$ cat config.mk
export PLATFORM = sky130hd
export DESIGN_NAME = ctss_ram
export DESIGN_NICKNAME = d
export VERILOG_FILES = /design/src/sv/ctss_ram.sv
export SDC_FILE = /design/constraint.sdc
export NUM_CORES = 1
export LEC_CHECK = 0
export BUFFER_PORTS_ARGS = -buffer_cell sky130_fd_sc_hd__buf_2
export CAP_MARGIN = 20
export CORE_UTILIZATION = 48
export CTS_BUF_LIST = sky130_fd_sc_hd__clkbuf_16
export DETAILED_ROUTE_END_ITERATION = 10
export GPL_TIMING_DRIVEN = 0
export PLACE_DENSITY = 0.78
export RECOVER_POWER = 50
export SYNTH_ARGS = -nofsm -noshare
export SYNTH_HDL_FRONTEND = slang
export SYNTH_SLANG_ARGS = --single-unit
export TNS_END_PERCENT = 10
$ cat constraint.sdc
create_clock -name clock -period 1.4 [get_ports clock]
set_input_delay 0.28 -clock clock [delete_from_list [all_inputs] [get_ports clock]]
set_output_delay 0.28 -clock clock [all_outputs]
set_load 0.02 [all_outputs]
$ cat src/sv/ctss_ram.sv
// Generic single-port-write, single-port-read RAM with a registered read.
module ctss_ram #(
   parameter int Width = 8,
   parameter int Depth = 2
) (
   input  logic                     clock,
   input  logic                     wr_en,
   input  logic [$clog2(Depth)-1:0] wr_addr,
   input  logic [Width-1:0]         wr_data,
   input  logic [$clog2(Depth)-1:0] rd_addr,
   output logic [Width-1:0]         rd_data
);

   logic [Width-1:0] mem [Depth];
   logic [Width-1:0] rd_data_ff;

   always_ff @(posedge clock) begin
      if (wr_en) begin
         mem[wr_addr] <= wr_data;
      end
      rd_data_ff <= mem[rd_addr];
   end

   assign rd_data = rd_data_ff;

endmodule
==> metrics <==
synthesis-to-layout area growth 23.13%; Power per Cell Area 1764 mW/mm^2; worst hold margin 0.2177 ns; smallest setup slack after layout 0.3626 ns; Root Buffer clkbuf_16; library cell with the highest instance count after synthesis edfxtp_1; post-CTS setup repair buffer count 0; final layout net count 70; final RePlAce weighted congestion 0.5792; count of endpoints failing setup in the final report 0; leading cell types by total area after synthesis edfxtp_1 (61%), dfxtp_1 (20%), mux2_4 (15%), buf_6 (1.4%), and2_1 (0.80%); total of warnings raised by yosys 0; RSZ-0062 raised after global routing false; Clk pin slew, worst setup/hold paths 0.06 ns; post-synthesis average cell area 22.41 um^2; wire length of the first global-routing pass 1455 um; Mapped Cells 35; die footprint 0.001800 mm^2; Max Buffers Root-to-Sink 2; Power, Total 1.704 mW; Hold Buf Count CTS 0; highest cell delay on the worst timing path 0.54 ns; worst IR drop on VDD 0.9434 mV; number of vias per cell 4.767; Max-cap violations 0; vias in the first global route 317; required time of the critical path 1.28 ns; total clock buffers created by CTS 3; final clock period utilization by the worst path 74.10%; Hold Path Depth 1; ys flop type edfxtp_1; terminus of the critical flop-to-flop path rd_data[5]; CP Class input port to flip-flop; Final Hold Violating Endpoints 0; crit path capture type flip-flop; horizontal die dimension 42.43 um; post-cts resize count 0; post-placement cell count 69; area taken by multi-input logic gates 102.6 um^2; register cell area after layout 640.6 um^2; dpl ws 0.07548 ns; fraction of synthesized cell area taken by the top area cell type 61.24%; Clock Skew 0.0007401 ns; proportion of synthesized chip area in sequential cells 81.66%; launching element type of the critical path input port; worst hold path type input port to flip-flop; minimum clock period 1.037 ns; number of cells traversed by the worst register-to-register path 1; Worst R2R Setup Slack 0.58 ns; clock tree from TritonCTS yes; post-synth top area cell edfxtp_1; flop and latch count out of synthesis 24; async set-reset flop share out of synthesis 0%; cell at the slowest stage of the critical path nor2b_1; number of different library cells in the post-synthesis netlist 6; final number of max-transition violations 0; proportion of layout cells with a drive suffix above 1 35.09%; cells traversed along the worst timing path buf_2 -> nor2b_1; Post-synth EDFFs 16; area of the placeable core 0.001524 mm^2; source of the worst hold timing path wr_data[0]; Worst Tran Pin Value 0.6869 ns; CP bufs+invs 1; violation count after the first detailed-route iteration 8; DRC violations left 0; net count after synthesis 47; achievable frequency 964.0 MHz; antenna fix cells 0; Relative slew margins 54.11%; Cell Rows 14; largest fanout of any net on the critical path 8; worst hold endpoint mem[1][0]; routed wire length 977 um; initial antenna violation count 0; most common library cells after synthesis edfxtp_1 (16), dfxtp_1 (8), mux2_4 (8); Worst Path Arrival 0.92 ns; GR Overflow Total 0; Top Ports 20; final instance count without filler cells 73; vias after detailed routing 348; GRT Util Overall 11.71%; H-tree depth reported by CTS 1; Post-Route Setup TNS 0 ns; Clock Latency Late Sink 0.25 ns; Sink Count 24; worst reg2reg startpoint mem[1][5]; remaining antenna violation count 0; outcome finished, final reports clean; starting density of the core 51.48%; number of I/O port buffers 18; WL per Instance 13.38 um; kind of cell with the highest combined delay on the critical path simple AND/OR/NAND/NOR gates; maximum number of pins on one net before global-route repair 15; fill count 115; cell leakage power 0.3744 nW; Initial DRT Pass Iterations 4; cell area after synthesis 784.5 um^2; height of the die 42.43 um
==> stage by stage <==
stage	utilization, %	cell area (um^2)
3_3_place_gp	58.70	894.6
3_5_place_dp	58.70	894.6
6_report	63.38	965.9
4_1_cts	65.60	999.7
5_1_grt	63.38	965.9
2_1_floorplan	-	784.5
==> cell type report <==
| class | instances | area share, % |
|---|---|---|
| multi-input combinational | 10 | 10.62 |
| sequential | 24 | 66.32 |
| timing repair buffer | 18 | 8.938 |
| buffer | 1 | 1.166 |
| tap | 16 | 2.073 |
| clock inverter | 1 | 3.109 |
| clock buffer | 3 | 7.772 |
==> per-layer routing <==
layer	wire [um]	GRT usage [%]
met3	70	3.879
met4	0	3.750
met1	464	15.98
met2	442	17.85
met5	0	0
==> flip-flops by register name (all words and copies together) (netlist names) <==
register / flops
rd_data: 8
mem: 16
==> cell families after synthesis <==
| logic type | Yosys count | synth area share [%] |
|---|---|---|
| simple gates | 2 | 1.596 |
| mux | 8 | 15.31 |
| flops | 24 | 81.66 |
| buf+inv | 1 | 1.435 |
==> worst max path at each step <==
| stage | from | endpoint | slack (ns) | depth (start not counted) |
|---|---|---|---|---|
| 6_report | wr_addr | mem[0][1] | 0.36 | 2 |
| 5_1_grt | wr_addr | mem[0][2] | 0.29 | 2 |
| 4_1_cts | wr_addr | mem[0][2] | 0.34 | 2 |
| 3_5_place_dp | wr_addr | mem[0][1] | 0.08 | 2 |
| 3_3_place_gp | wr_addr | mem[0][1] | 0.11 | 2 |
| 2_1_floorplan | wr_en | mem[0][0] | 0.33 | 1 |
==> report_power, final <==
group / total [mW] / switching [mW] / leakage [nW] / internal (mW)
clock network: 0.780 / 0.213 / 0.0511 / 0.567
logic: 0.100 / 0.0598 / 0.106 / 0.0402
registers: 0.824 / 0.0113 / 0.218 / 0.812
==> placed cells by master, fill, tap and decap left out <==
master,netlist,final
edfxtp_1,16,16
buf_2,0,15
mux2_1,0,8
dfxtp_1,8,8
clkbuf_16,0,3
clkbuf_1,0,3
buf_6,1,1
nor2b_1,1,1
and2_1,1,1
bufinv_16,0,1
Power figures use the tool's default switching activity.
